File: config.mk
export PLATFORM = sky130hd
export DESIGN_NAME = usm_cordic
export DESIGN_NICKNAME = d
export VERILOG_FILES = /design/src/hdl/usm_pkg.sv /design/src/hdl/usm_cordic.sv
export SDC_FILE = /design/constraint.sdc
export NUM_CORES = 2
export LEC_CHECK = 0
export BUFFER_PORTS_ARGS = -buffer_cell sky130_fd_sc_hd__clkbuf_2
export CORE_AREA = 2 2 507 509
export CTS_BUF_LIST = sky130_fd_sc_hd__clkbuf_2
export DETAILED_ROUTE_END_ITERATION = 16
export DIE_AREA = 0 0 509 511
export GPL_ROUTABILITY_DRIVEN = 0
export PLACE_DENSITY = 0.7
export SYNTH_ARGS = -nofsm -noshare
export SYNTH_HDL_FRONTEND = slang
export SYNTH_SLANG_ARGS = --single-unit
export TNS_END_PERCENT = 10
File: constraint.sdc
create_clock -name clk -period 12.82 [get_ports clk]
set_clock_uncertainty 0.15 [all_clocks]
set_input_delay 1.282 -clock clk [delete_from_list [all_inputs] [get_ports clk]]
set_output_delay 1.282 -clock clk [all_outputs]
set_load 0.02 [all_outputs]
File: src/hdl/usm_pkg.sv
// Shared constants, types and tables for the UV sphere mesh core.
package usm_pkg;

  localparam int MAX_DIV_DEF       = 1024;
  localparam int CORDIC_STAGES_DEF = 16;
  localparam int ATAN_LEN          = 24;

  localparam int CNT_W      = 11;
  localparam int RAD_W      = 16;
  localparam int COL_W      = 16;
  localparam int IDX_W      = 21;
  localparam int POS_W      = 24;
  localparam int NRM_W      = 16;
  localparam int CFG_IDX_W  = 3;
  localparam int CFG_DATA_W = 16;

  localparam int ANG_W = 34;
  localparam int QUO_W = 33;
  localparam int NUM_W = QUO_W + CNT_W;
  localparam int MUL_W = 32;

  localparam logic [NUM_W-1:0]        PI_NUM     = NUM_W'(64'd3373259426);
  localparam logic [NUM_W-1:0]        TWO_PI_NUM = NUM_W'(64'd6746518852);
  localparam logic signed [ANG_W-1:0] HALF_PI_Q30 = ANG_W'(64'sd1686629713);
  localparam logic signed [ANG_W-1:0] GAIN_Q30    = ANG_W'(64'sd652032874);

  localparam logic [31:0] ATAN_Q30 [ATAN_LEN] = '{
    32'h3243F6A8, 32'h1DAC6705, 32'h0FADBAFC, 32'h07F56EA6, 32'h03FEAB76, 32'h01FFD55B,
    32'h00FFFAAA, 32'h007FFF55, 32'h003FFFEA, 32'h001FFFFD, 32'h000FFFFF, 32'h0007FFFF,
    32'h0003FFFF, 32'h0001FFFF, 32'h0000FFFF, 32'h00007FFF, 32'h00003FFF, 32'h00001FFF,
    32'h00000FFF, 32'h000007FF, 32'h000003FF, 32'h000001FF, 32'h000000FF, 32'h0000007F
  };

  typedef enum logic [1:0] {
    KIND_VERTEX = 2'd0,
    KIND_INDEX  = 2'd1,
    KIND_ERROR  = 2'd2
  } kind_t;

  typedef enum logic [CFG_IDX_W-1:0] {
    REG_STACK_COUNT  = 3'd0,
    REG_SLICE_COUNT  = 3'd1,
    REG_RADIUS       = 3'd2,
    REG_COLOUR_RED   = 3'd3,
    REG_COLOUR_GREEN = 3'd4,
    REG_COLOUR_BLUE  = 3'd5
  } cfg_reg_t;

endpackage

File: src/hdl/usm_cordic.sv
// Pipelined rotation-mode CORDIC, one micro-rotation per stage.
module usm_cordic import usm_pkg::*; #(
  parameter int STAGES = CORDIC_STAGES_DEF
) (
  input  logic                    clk,
  input  logic                    en,
  input  logic signed [ANG_W-1:0] ang,
  output logic signed [ANG_W-1:0] cos_o,
  output logic signed [ANG_W-1:0] sin_o
);

  logic signed [ANG_W-1:0] x_r [STAGES];
  logic signed [ANG_W-1:0] y_r [STAGES];
  logic signed [ANG_W-1:0] z_r [STAGES-1];

  for (genvar k = 0; k < STAGES; k++) begin : g_stage
    logic signed [ANG_W-1:0] x_in, y_in, z_in, atan_k;

    if (k == 0) begin : g_first
      assign x_in = GAIN_Q30;
      assign y_in = '0;
      assign z_in = ang;
    end else begin : g_next
      assign x_in = x_r[k-1];
      assign y_in = y_r[k-1];
      assign z_in = z_r[k-1];
    end

    assign atan_k = $signed({{(ANG_W-32){1'b0}}, ATAN_Q30[k]});

    always_ff @(posedge clk) begin
      if (en) begin
        if (z_in >= 0) begin
          x_r[k] <= x_in - (y_in >>> k);
          y_r[k] <= y_in + (x_in >>> k);
        end else begin
          x_r[k] <= x_in + (y_in >>> k);
          y_r[k] <= y_in - (x_in >>> k);
        end
      end
    end

    if (k < STAGES-1) begin : g_angle
      always_ff @(posedge clk) begin
        if (en) begin
          z_r[k] <= (z_in >= 0) ? z_in - atan_k : z_in + atan_k;
        end
      end
    end
  end

  assign cos_o = x_r[STAGES-1];
  assign sin_o = y_r[STAGES-1];

endmodule
==> qor.txt <==
CP Data Required Time -> 14.24 ns
synth top area cells -> edfxtp_1 (35%), ha_1 (14%), xnor2_1 (8.5%), a21oi_1 (4.8%), xor2_1 (4.3%)
Initial DRC Count -> 6,091
reg-to-reg slack, setup -> 5.62 ns
Final nets -> 15,280
initial antenna violation count -> 3
TNS Setup -> 0 ns
Worst-path clk slew -> 0.09 ns
initial core utilization -> 49.67%
Die X -> 509 µm
CP startpoint kind -> flop
CP max FO -> 46
GRT Total Usage -> 23.45%
sequential area share after synthesis -> 34.86%
Tmin final -> 7.205 ns
R2R cell count -> 19
most frequent cell after synthesis -> edfxtp_1
fill count -> 23,160
Worst setup EP type -> flop
fmax -> 138.8 MHz
first-pass GRT wire length -> 499,500 µm
RSZ-0062 raised after global routing -> no
relative slew slack -> 12.44%
Num CTS Buffers -> 395
WS Path Type -> reg -> reg
H-tree depth -> 5
worst hold path cell count -> 6
cell taking the most area after synthesis -> edfxtp_1
Cell Area, Synth -> 126,800 µm²
final worst-path cycle share -> 56.20%
Die H -> 511 µm
post-cts gate resize count -> 0
CTS tree -> built
remaining global-route overflow -> 0
# IOs -> 104
Mean Syn Cell Area -> 9.517 µm²
final number of setup-violating endpoints -> 0
register bit total from synthesis -> 1,472
Post-Syn Nets -> 14,850
clock latency on the worst-skew pair -> 2.02 ns
die area -> 260,100 µm²
hpwl dp -> 249,600 µm
Slew @ Worst Pin -> 1.313 ns
Synth Flop Type -> edfxtp_1
Post-DRT Antenna Nets -> 0
port bufs -> 103
yosys warns -> 0
core box area -> 255,300 µm²
post-synthesis cell type count -> 98
Yosys top cell area share -> 34.86%
crit path DAT -> 8.62 ns
run status -> finished, final reports clean
root buffer cell -> clkbuf_2
EDFF count, synth -> 1,472
Final Hold Violating Endpoints -> 0
vias per cell -> 5.809
Max Cap Viol -> 0
WL per Instance -> 18.09 µm
drt pass-1 iters -> 9
vias in the first global route -> 96,710
Commonest cells post-synth -> edfxtp_1 (1,472), ha_1 (1,441), xnor2_1 (1,230), a21oi_1 (1,223), nor2_1 (948)
Syn Inst Count -> 13,320
Max Slew Vio Count -> 0
HP Class -> in -> reg
routed wire length -> 315,000 µm
Synth-to-Final Area Change -> 6.901%
vias -> 101,200
share of cells above drive strength 1 -> 6.621%
site row count -> 186
clk sink count -> 1,472
fraction of registers with async set/reset -> 0%
largest net degree at the start of global routing -> 157
DR DRC count -> 0
largest buffer count on any clock path -> 4
[worst paths after layout]
path | from | end
worst max register to register | z_r[0][62] | x_r[0][99]
worst max-delay path | z_r[0][62] | x_r[0][99]
worst min register to register | z_r[0][238] | z_r[1][0]
worst min-delay path | ang[14] | z_r[0][20]
[per-layer routing]
metal | GRT usage, % | up-vias | share of wire, %
li1 | - | 50810 | -
met1 | 26.62 | 47040 | 40
met2 | 43.35 | 2457 | 51
met3 | 2.708 | 856 | 3.8
met4 | 10.99 | 0 | 4.8
met5 | 0 | - | 0
[metrics by stage]
stage                     setup WS, ns  hold WS, ns  cells  util (%)  area (µm²)
after CTS                        5.760      0.02831  17400     53.08      135500
after global routing             5.054      0.06067  17410     53.09      135500
after global placement           5.301       0.2894  16670     51.43      131300
final                            5.615       0.2143  17420     53.10      135600
after floorplan                  6.755       0.2768  13320         -      126800
after detailed placement         5.283       0.2920  16670     51.43      131300
[placed cells by master, fill, tap and decap left out, types with 47 or more instances in the layout]
cell,netlist,routed
ha_1,1441,1441
clkinv_1,1,82
mux2i_1,47,47
a21o_1,647,647
xor2_1,623,623
dlygate4sd3_1,0,74
nor2b_1,176,176
a21boi_0,67,67
and3_1,125,125
o21bai_1,170,170
nand4_1,101,101
and2_1,71,71
a211oi_1,103,103
nor3_1,316,316
inv_1,640,640
o41ai_1,66,66
o21ai_0,787,787
edfxtp_1,1472,1472
nand2b_1,237,237
or2_2,67,67
nor2_1,948,942
buf_4,1,56
a21oi_1,1223,1223
xnor2_1,1230,1230
o31ai_1,194,194
nand2_1,788,788
clkbuf_2,1,627
nand3_1,240,240
nor4_1,159,159
or3_1,133,133
o21a_1,244,244
a31oi_1,94,94
o211ai_1,64,64
[final cells by class]
class,instances,area [µm²],area share [%]
Multi-Input combinational cell,11010,79430,58.60
Inverter,643,2414,1.781
Timing Repair Buffer,238,1792,1.322
Clock inverter,133,815.8,0.6018
Sequential cell,1472,44200,32.61
Tap cell,3384,4234,3.124
Clock buffer,525,2628,1.938
Antenna cell,14,35.03,0.02585
[critical path, stage by stage, from the launching register on]
cell      delay, ns
edfxtp_1       0.42
nor4_1         0.44
nand4_1        0.20
nor3_1         0.22
nand2b_1       0.55
inv_2          0.42
nand2_4        0.55
inv_2          0.41
a21oi_1        0.25
xor2_1         0.09
ha_1           0.33
o21ai_0        0.13
a21oi_1        0.15
inv_1          0.07
o311ai_0       0.66
a32oi_2        0.30
a311oi_1       0.73
nand4_1        0.20
a31o_2         0.30
xor2_1         0.15
[registers in the layout (all words and copies together), names as in the netlist]
register and flops:
y_r 511, x_r 484, z_r 477
[what timing repair did]
action                                 4_1_cts  5_1_grt
setup buffers                                0        0
hold buffers                                75        0
endpoints found under the hold margin      312        0
[kinds of logic (layout without fill, tap and decap cells)]
group	Yosys count	in the layout	synth area share, %
buffers and inverters	846	1539	2.509
flip-flops	1472	1472	34.86
XOR/XNOR	1854	1854	12.81
adder cells (fa/ha/maj)	1485	1485	14.91
other	0	14	0
AND/OR/NAND/NOR	3557	3557	13.93
AO/OA/AOI/OAI	4029	4029	20.30
multiplexers	81	81	0.6730
Power is not shown: default switching activity piles up to over one toggle a cycle in this logic, so the estimate is an artifact.
