File: src/hdl/usm_pkg.sv
// Shared constants, types and tables for the UV sphere mesh core.
package usm_pkg;

  localparam int MAX_DIV_DEF       = 1024;
  localparam int CORDIC_STAGES_DEF = 16;
  localparam int ATAN_LEN          = 24;

  localparam int CNT_W      = 11;
  localparam int RAD_W      = 16;
  localparam int COL_W      = 16;
  localparam int IDX_W      = 21;
  localparam int POS_W      = 24;
  localparam int NRM_W      = 16;
  localparam int CFG_IDX_W  = 3;
  localparam int CFG_DATA_W = 16;

  localparam int ANG_W = 34;
  localparam int QUO_W = 33;
  localparam int NUM_W = QUO_W + CNT_W;
  localparam int MUL_W = 32;

  localparam logic [NUM_W-1:0]        PI_NUM     = NUM_W'(64'd3373259426);
  localparam logic [NUM_W-1:0]        TWO_PI_NUM = NUM_W'(64'd6746518852);
  localparam logic signed [ANG_W-1:0] HALF_PI_Q30 = ANG_W'(64'sd1686629713);
  localparam logic signed [ANG_W-1:0] GAIN_Q30    = ANG_W'(64'sd652032874);

  localparam logic [31:0] ATAN_Q30 [ATAN_LEN] = '{
    32'h3243F6A8, 32'h1DAC6705, 32'h0FADBAFC, 32'h07F56EA6, 32'h03FEAB76, 32'h01FFD55B,
    32'h00FFFAAA, 32'h007FFF55, 32'h003FFFEA, 32'h001FFFFD, 32'h000FFFFF, 32'h0007FFFF,
    32'h0003FFFF, 32'h0001FFFF, 32'h0000FFFF, 32'h00007FFF, 32'h00003FFF, 32'h00001FFF,
    32'h00000FFF, 32'h000007FF, 32'h000003FF, 32'h000001FF, 32'h000000FF, 32'h0000007F
  };

  typedef enum logic [1:0] {
    KIND_VERTEX = 2'd0,
    KIND_INDEX  = 2'd1,
    KIND_ERROR  = 2'd2
  } kind_t;

  typedef enum logic [CFG_IDX_W-1:0] {
    REG_STACK_COUNT  = 3'd0,
    REG_SLICE_COUNT  = 3'd1,
    REG_RADIUS       = 3'd2,
    REG_COLOUR_RED   = 3'd3,
    REG_COLOUR_GREEN = 3'd4,
    REG_COLOUR_BLUE  = 3'd5
  } cfg_reg_t;

endpackage

File: src/hdl/usm_div.sv
// Pipelined restoring divider, one quotient bit per stage.
module usm_div import usm_pkg::*; (
  input  logic             clk,
  input  logic             en,
  input  logic [NUM_W-1:0] num,
  input  logic [CNT_W-1:0] den,
  output logic [QUO_W-1:0] quo
);

  logic [CNT_W-1:0] rem_r [QUO_W-1];
  logic [QUO_W-1:0] low_r [QUO_W-1];
  logic [QUO_W-1:0] q_r   [QUO_W];

  for (genvar k = 0; k < QUO_W; k++) begin : g_stage
    logic [CNT_W-1:0] rem_in;
    logic [QUO_W-1:0] low_in;
    logic [QUO_W-1:0] q_in;
    logic [CNT_W:0]   t;
    logic [CNT_W:0]   diff;
    logic             ge;

    if (k == 0) begin : g_first
      assign rem_in = num[NUM_W-1:QUO_W];
      assign low_in = num[QUO_W-1:0];
      assign q_in   = '0;
    end else begin : g_next
      assign rem_in = rem_r[k-1];
      assign low_in = low_r[k-1];
      assign q_in   = q_r[k-1];
    end

    assign t    = {rem_in, low_in[QUO_W-1]};
    assign ge   = t >= {1'b0, den};
    assign diff = t - {1'b0, den};

    always_ff @(posedge clk) begin
      if (en) begin
        q_r[k] <= {q_in[QUO_W-2:0], ge};
      end
    end

    if (k < QUO_W-1) begin : g_carry
      always_ff @(posedge clk) begin
        if (en) begin
          rem_r[k] <= ge ? diff[CNT_W-1:0] : t[CNT_W-1:0];
          low_r[k] <= {low_in[QUO_W-2:0], 1'b0};
        end
      end
    end
  end

  assign quo = q_r[QUO_W-1];

endmodule

File: config.mk
export PLATFORM = sky130hd
export DESIGN_NAME = usm_div
export DESIGN_NICKNAME = d
export VERILOG_FILES = /design/src/hdl/usm_pkg.sv /design/src/hdl/usm_div.sv
export SDC_FILE = /design/constraint.sdc
export NUM_CORES = 2
export LEC_CHECK = 0
export ABC_AREA = 1
export BUFFER_PORTS_ARGS = -buffer_cell sky130_fd_sc_hd__buf_2
export CORE_MARGIN = 2
export CORE_UTILIZATION = 46
export CTS_BUF_LIST = sky130_fd_sc_hd__clkbuf_8
export DETAILED_ROUTE_END_ITERATION = 12
export SETUP_SLACK_MARGIN = 0.5
export SLEW_MARGIN = 10
export SYNTH_ARGS = -nofsm -noshare
export SYNTH_HDL_FRONTEND = slang
export SYNTH_SLANG_ARGS = --single-unit
File: constraint.sdc
create_clock -name clk -period 3.15 [get_ports clk]
set_clock_uncertainty 0.2 [all_clocks]
set_input_delay 0.1575 -clock clk [delete_from_list [all_inputs] [get_ports clk]]
set_output_delay 0.1575 -clock clk [all_outputs]
set_load 0.005 [all_outputs]
==> results.md <==
- Number of unique standard cell types used by synthesis: 34
- Ratio of total power to cell area: just under 900 nW/µm²
- Vias in the first global route: 45,290
- Ys Warns: 0
- Element type at the critical path end: flip-flop
- Final std cells w/o fill: approximately 9,000
- Gr ovfl total: 0
- Max Fanout on Critical Path: 13
- Hold Vio Cnt, Final: 0
- R2R depth: 10
- Final Max Tran Viols: 0
- Number of levels in the clock H-tree: 4
- Initial antenna violation count: 5
- Post-synth top area share: around 60%
- Endpoint of the lowest-slack register-to-register path: rem_r[3][1]
- Clock tree from TritonCTS: done
- Count of state elements after synthesis: ~1,400
- Ratio of cells with drive above 1 in the final layout: 17.60%
- Average footprint of a synthesized cell: ~11 µm²
- GRT Overall Usage: between 10% and 20%
- Required time at the worst-slack endpoint: between 3 and 4 ns
- Worst Path Buf+Inv: 6
- Antenna-violating nets left: 0
- Initial core utilization: between 40% and 50%
- Count of routing violations after the opening detailed-route iteration: 3,209
- Proportion of synthesized chip area in sequential cells: 59.63%
- Worst hold-check path type: in2reg
- Number of buffers created by CTS: between 200 and 250
- Cell count after placement: ~8,600
- F_max: 0.3876 GHz
- Total Nets Final: about 7,400
- Worst reg-to-reg setup slack: 0.71 ns
- Crit Reg-Reg Startpoint: low_r[2][31]
- Slew at the pin closest to its max-slew limit: between 0.8 and 0.9 ns
- Number of inserted filler cells in the final layout: between 10,000 and 15,000
- Final WL: between 100 and 150 mm
- Outcome: finished, final reports clean
- Seq. cell area: between 40,000 and 50,000 µm²
- Maximum number of pins on one net before global-route repair: about 100
- Max-Cap Viols: 0
- Number of remaining DRC errors: 0
- Overall die height: ~400 µm
- Normalized max-slew margin: between 40 and 50%
- Instance count along the most critical hold path: 7
- Wire length of the first global-routing pass: 239.6 mm
- Clk slew on worst S/H paths: roughly 0.060 ns
- Count of buffers from port buffering: 89
- Launch instance of the worst min-delay path: den[7]
- Final Cycle Share: 81.89%
- Routed vias: about 46,000
- Top cells by area in the synthesized netlist: sky130_fd_sc_hd__edfxtp_1, sky130_fd_sc_hd__nand2_1, sky130_fd_sc_hd__ha_1
- CP Cell Sequence: dlygate4sd3_1, buf_2, inv_1, buf_12, ha_4, nand2_1, nand2_1, a21oi_2, and2_4, nand4_1, dlygate4sd3_1, nand2_1, dlygate4sd3_1
- Category of the most critical setup path: in2reg
- Io pins: 90
- Number of cells produced by synthesis: about 6,400
- Startpoint kind of the worst setup timing path: primary input
- Minimum clock period: 2.580 ns
- Horizontal extent of the die: approximately 400 µm
- Layout overhead on the synthesized area: 13.41%
- Total nets after synthesis: around 6,900
- Root cell of the clock tree: sky130_fd_sc_hd__clkbuf_8
- Peak per-stage delay on the critical path: between 0.5 and 0.6 ns
- Highest-delay cell along the critical path: sky130_fd_sc_hd__dlygate4sd3_1
- Peak supply drop: ~0.45 mV
- Hold Crit Endpoint: rem_r[25][7]
- Standby leakage power: ~35 nW
- Via-to-Cell Ratio: 5.014
- WL/cell: ~16 µm
- Source-to-sink clock delay at the later pin of the worst-skew pair: 0.97 ns
- Crit path DAT: around 3.2 ns
- Estimated wirelength of the detail-placed design: 95.37 mm
- Row cnt: between 100 and 150
- Die Footprint: approximately 160,000 µm²
- Global placer's final weighted congestion: 0.8761
- Cell accounting for the most synthesized area: sky130_fd_sc_hd__edfxtp_1
- Area occupied by multi-input gates: around 25,000 µm²
- Maximum clock insertion buffer count: 3
- Netlist area before placement: 72,570 µm²
- Router iterations before antenna repair: 6
- Worst path top cell family by delay: buffers and inverters
- Sinks on the clock net: approximately 1,400
- Unrepaired setup endpoints after global routing: no
- Final setup TNS: 0 ns
- Number of setup violations in the final report: 0
- Area of the core: ~160,000 µm²
-- through the flow --
step / power, mW / cell area, µm² / setup WS (ns) / utilization [%] / hold slack (ns)
finish: 72.66 / 82300 / 0.5703 / 52.63 / 0.1240
detailed placement: 55.87 / 75830 / 0.3692 / 48.49 / 0.1356
global route: 78.45 / 82300 / 0.5101 / 52.63 / 0.08139
floorplan: 50.50 / 72570 / 0.7429 / - / 0.05637
global placement: 55.47 / 75830 / 0.3572 / 48.49 / 0.1335
CTS: 73.39 / 82260 / 0.5113 / 52.60 / 0.0009662
-- sequential cells by signal, summed over array words and instances (netlist names) --
register / count
rem_r: 352
low_r: 528
q_r: 561
-- per-layer routing --
layer | part of all wire, % | vias to the layer above | track usage (%) | wire length (µm)
li1 | - | 23150 | - | -
met1 | 48 | 21710 | 26.06 | 70800
met2 | 45 | 925 | 29.41 | 67300
met3 | 4.6 | 243 | 3.079 | 6920
met4 | 2.7 | 0 | 6.210 | 3976
met5 | 0 | - | 0 | 0
-- how the worst max path moves through the flow --
| stage | startpoint | end | slack [ns] | cells past startpoint |
|---|---|---|---|---|
| floorplan | den[3] | rem_r[0][10] | 0.74 | 9 |
| global placement | den[3] | rem_r[14][1] | 0.36 | 9 |
| detailed placement | den[3] | rem_r[14][1] | 0.37 | 9 |
| CTS | den[9] | rem_r[0][5] | 0.51 | 13 |
| global route | den[6] | rem_r[1][0] | 0.51 | 13 |
| finish | den[9] | rem_r[0][9] | 0.57 | 13 |
-- timing repair --
item / 4_1_cts / 5_1_grt
gates resized for setup: 0 / 12
hold buffers: 145 / 0
setup endpoints to repair: 0 / 35
setup buffers: 0 / 0
endpoints found under the hold margin: 1561 / 0
-- Yosys cell counts, drive strengths merged --
library cell and count:
nand2 1926, edfxtp 1441, inv 878, nand3 482
ha 363, nor2 356, nand4 321, o21ai 162
a21oi 132, nand3b 128, xor2 64, buf 54
or2 33, and2 32, fa 32, xnor2 32
clkbuf 10, a21o 1, and3 1
-- layout by cell type (no fill, tap or decap), types with 9 or more instances in the layout --
master,n
sky130_fd_sc_hd__ha_1,362
sky130_fd_sc_hd__nand4_4,32
sky130_fd_sc_hd__nand3_2,224
sky130_fd_sc_hd__o21ai_2,84
sky130_fd_sc_hd__dlygate4sd3_1,134
sky130_fd_sc_hd__fa_1,31
sky130_fd_sc_hd__a21oi_2,32
sky130_fd_sc_hd__nand3b_1,128
sky130_fd_sc_hd__a21oi_1,100
sky130_fd_sc_hd__inv_1,881
sky130_fd_sc_hd__nor2_4,34
sky130_fd_sc_hd__clkinv_2,32
sky130_fd_sc_hd__nand3_1,225
sky130_fd_sc_hd__nor2_1,228
sky130_fd_sc_hd__clkinv_1,63
sky130_fd_sc_hd__o21ai_1,13
sky130_fd_sc_hd__buf_2,88
sky130_fd_sc_hd__nand2_2,153
sky130_fd_sc_hd__xor2_1,64
sky130_fd_sc_hd__nand2_1,1764
sky130_fd_sc_hd__o21ai_0,65
sky130_fd_sc_hd__xnor2_1,32
sky130_fd_sc_hd__or2_2,20
sky130_fd_sc_hd__edfxtp_1,1441
sky130_fd_sc_hd__nand4_1,289
sky130_fd_sc_hd__nand2_4,9
sky130_fd_sc_hd__clkbuf_8,237
sky130_fd_sc_hd__nand3_4,33
sky130_fd_sc_hd__buf_12,48
sky130_fd_sc_hd__buf_4,25
sky130_fd_sc_hd__and2_1,29
sky130_fd_sc_hd__nor2_2,94
sky130_fd_sc_hd__bufinv_16,24
sky130_fd_sc_hd__inv_2,58
sky130_fd_sc_hd__or2_1,13
-- worst register-to-register path: cells and delay by family (launching register included) --
family | cells | cell delay (ns)
simple gates | 5 | 0.87
compound gates | 1 | 0.10
flops | 1 | 0.38
buf+inv | 2 | 0.20
fa+ha+maj | 2 | 0.44
-- where the power goes --
group | total (mW) | internal [mW] | switching, mW
Clock | 16.7 | 9.09 | 7.64
Sequential | 28.0 | 26.1 | 1.94
Combinational | 27.9 | 10.2 | 17.7
Total | 72.7 | 45.3 | 27.3
-- cells by family (layout without fill, tap and decap cells) --
group,after synthesis,in the layout,synth area share (%)
AND/OR/NAND/NOR,3279,3279,23.84
flip-flops,1441,1441,59.63
buffers and inverters,942,1615,5.600
adder cells (fa/ha/maj),395,395,7.141
AO/OA/AOI/OAI,295,295,2.638
XOR/XNOR,96,96,1.159
other,0,2,0
-- layout make-up --
class                   count  share of cell area (%)
multi-input cells        4065                   30.71
diodes                      2                0.006081
repair buffers            299                   3.658
inverters                 878                   4.004
clock inverters           201                   1.957
well taps                2058                   3.129
clock buffers             237                   3.963
flip-flops and latches   1441                   52.58
Power figures use the tool's default switching activity.
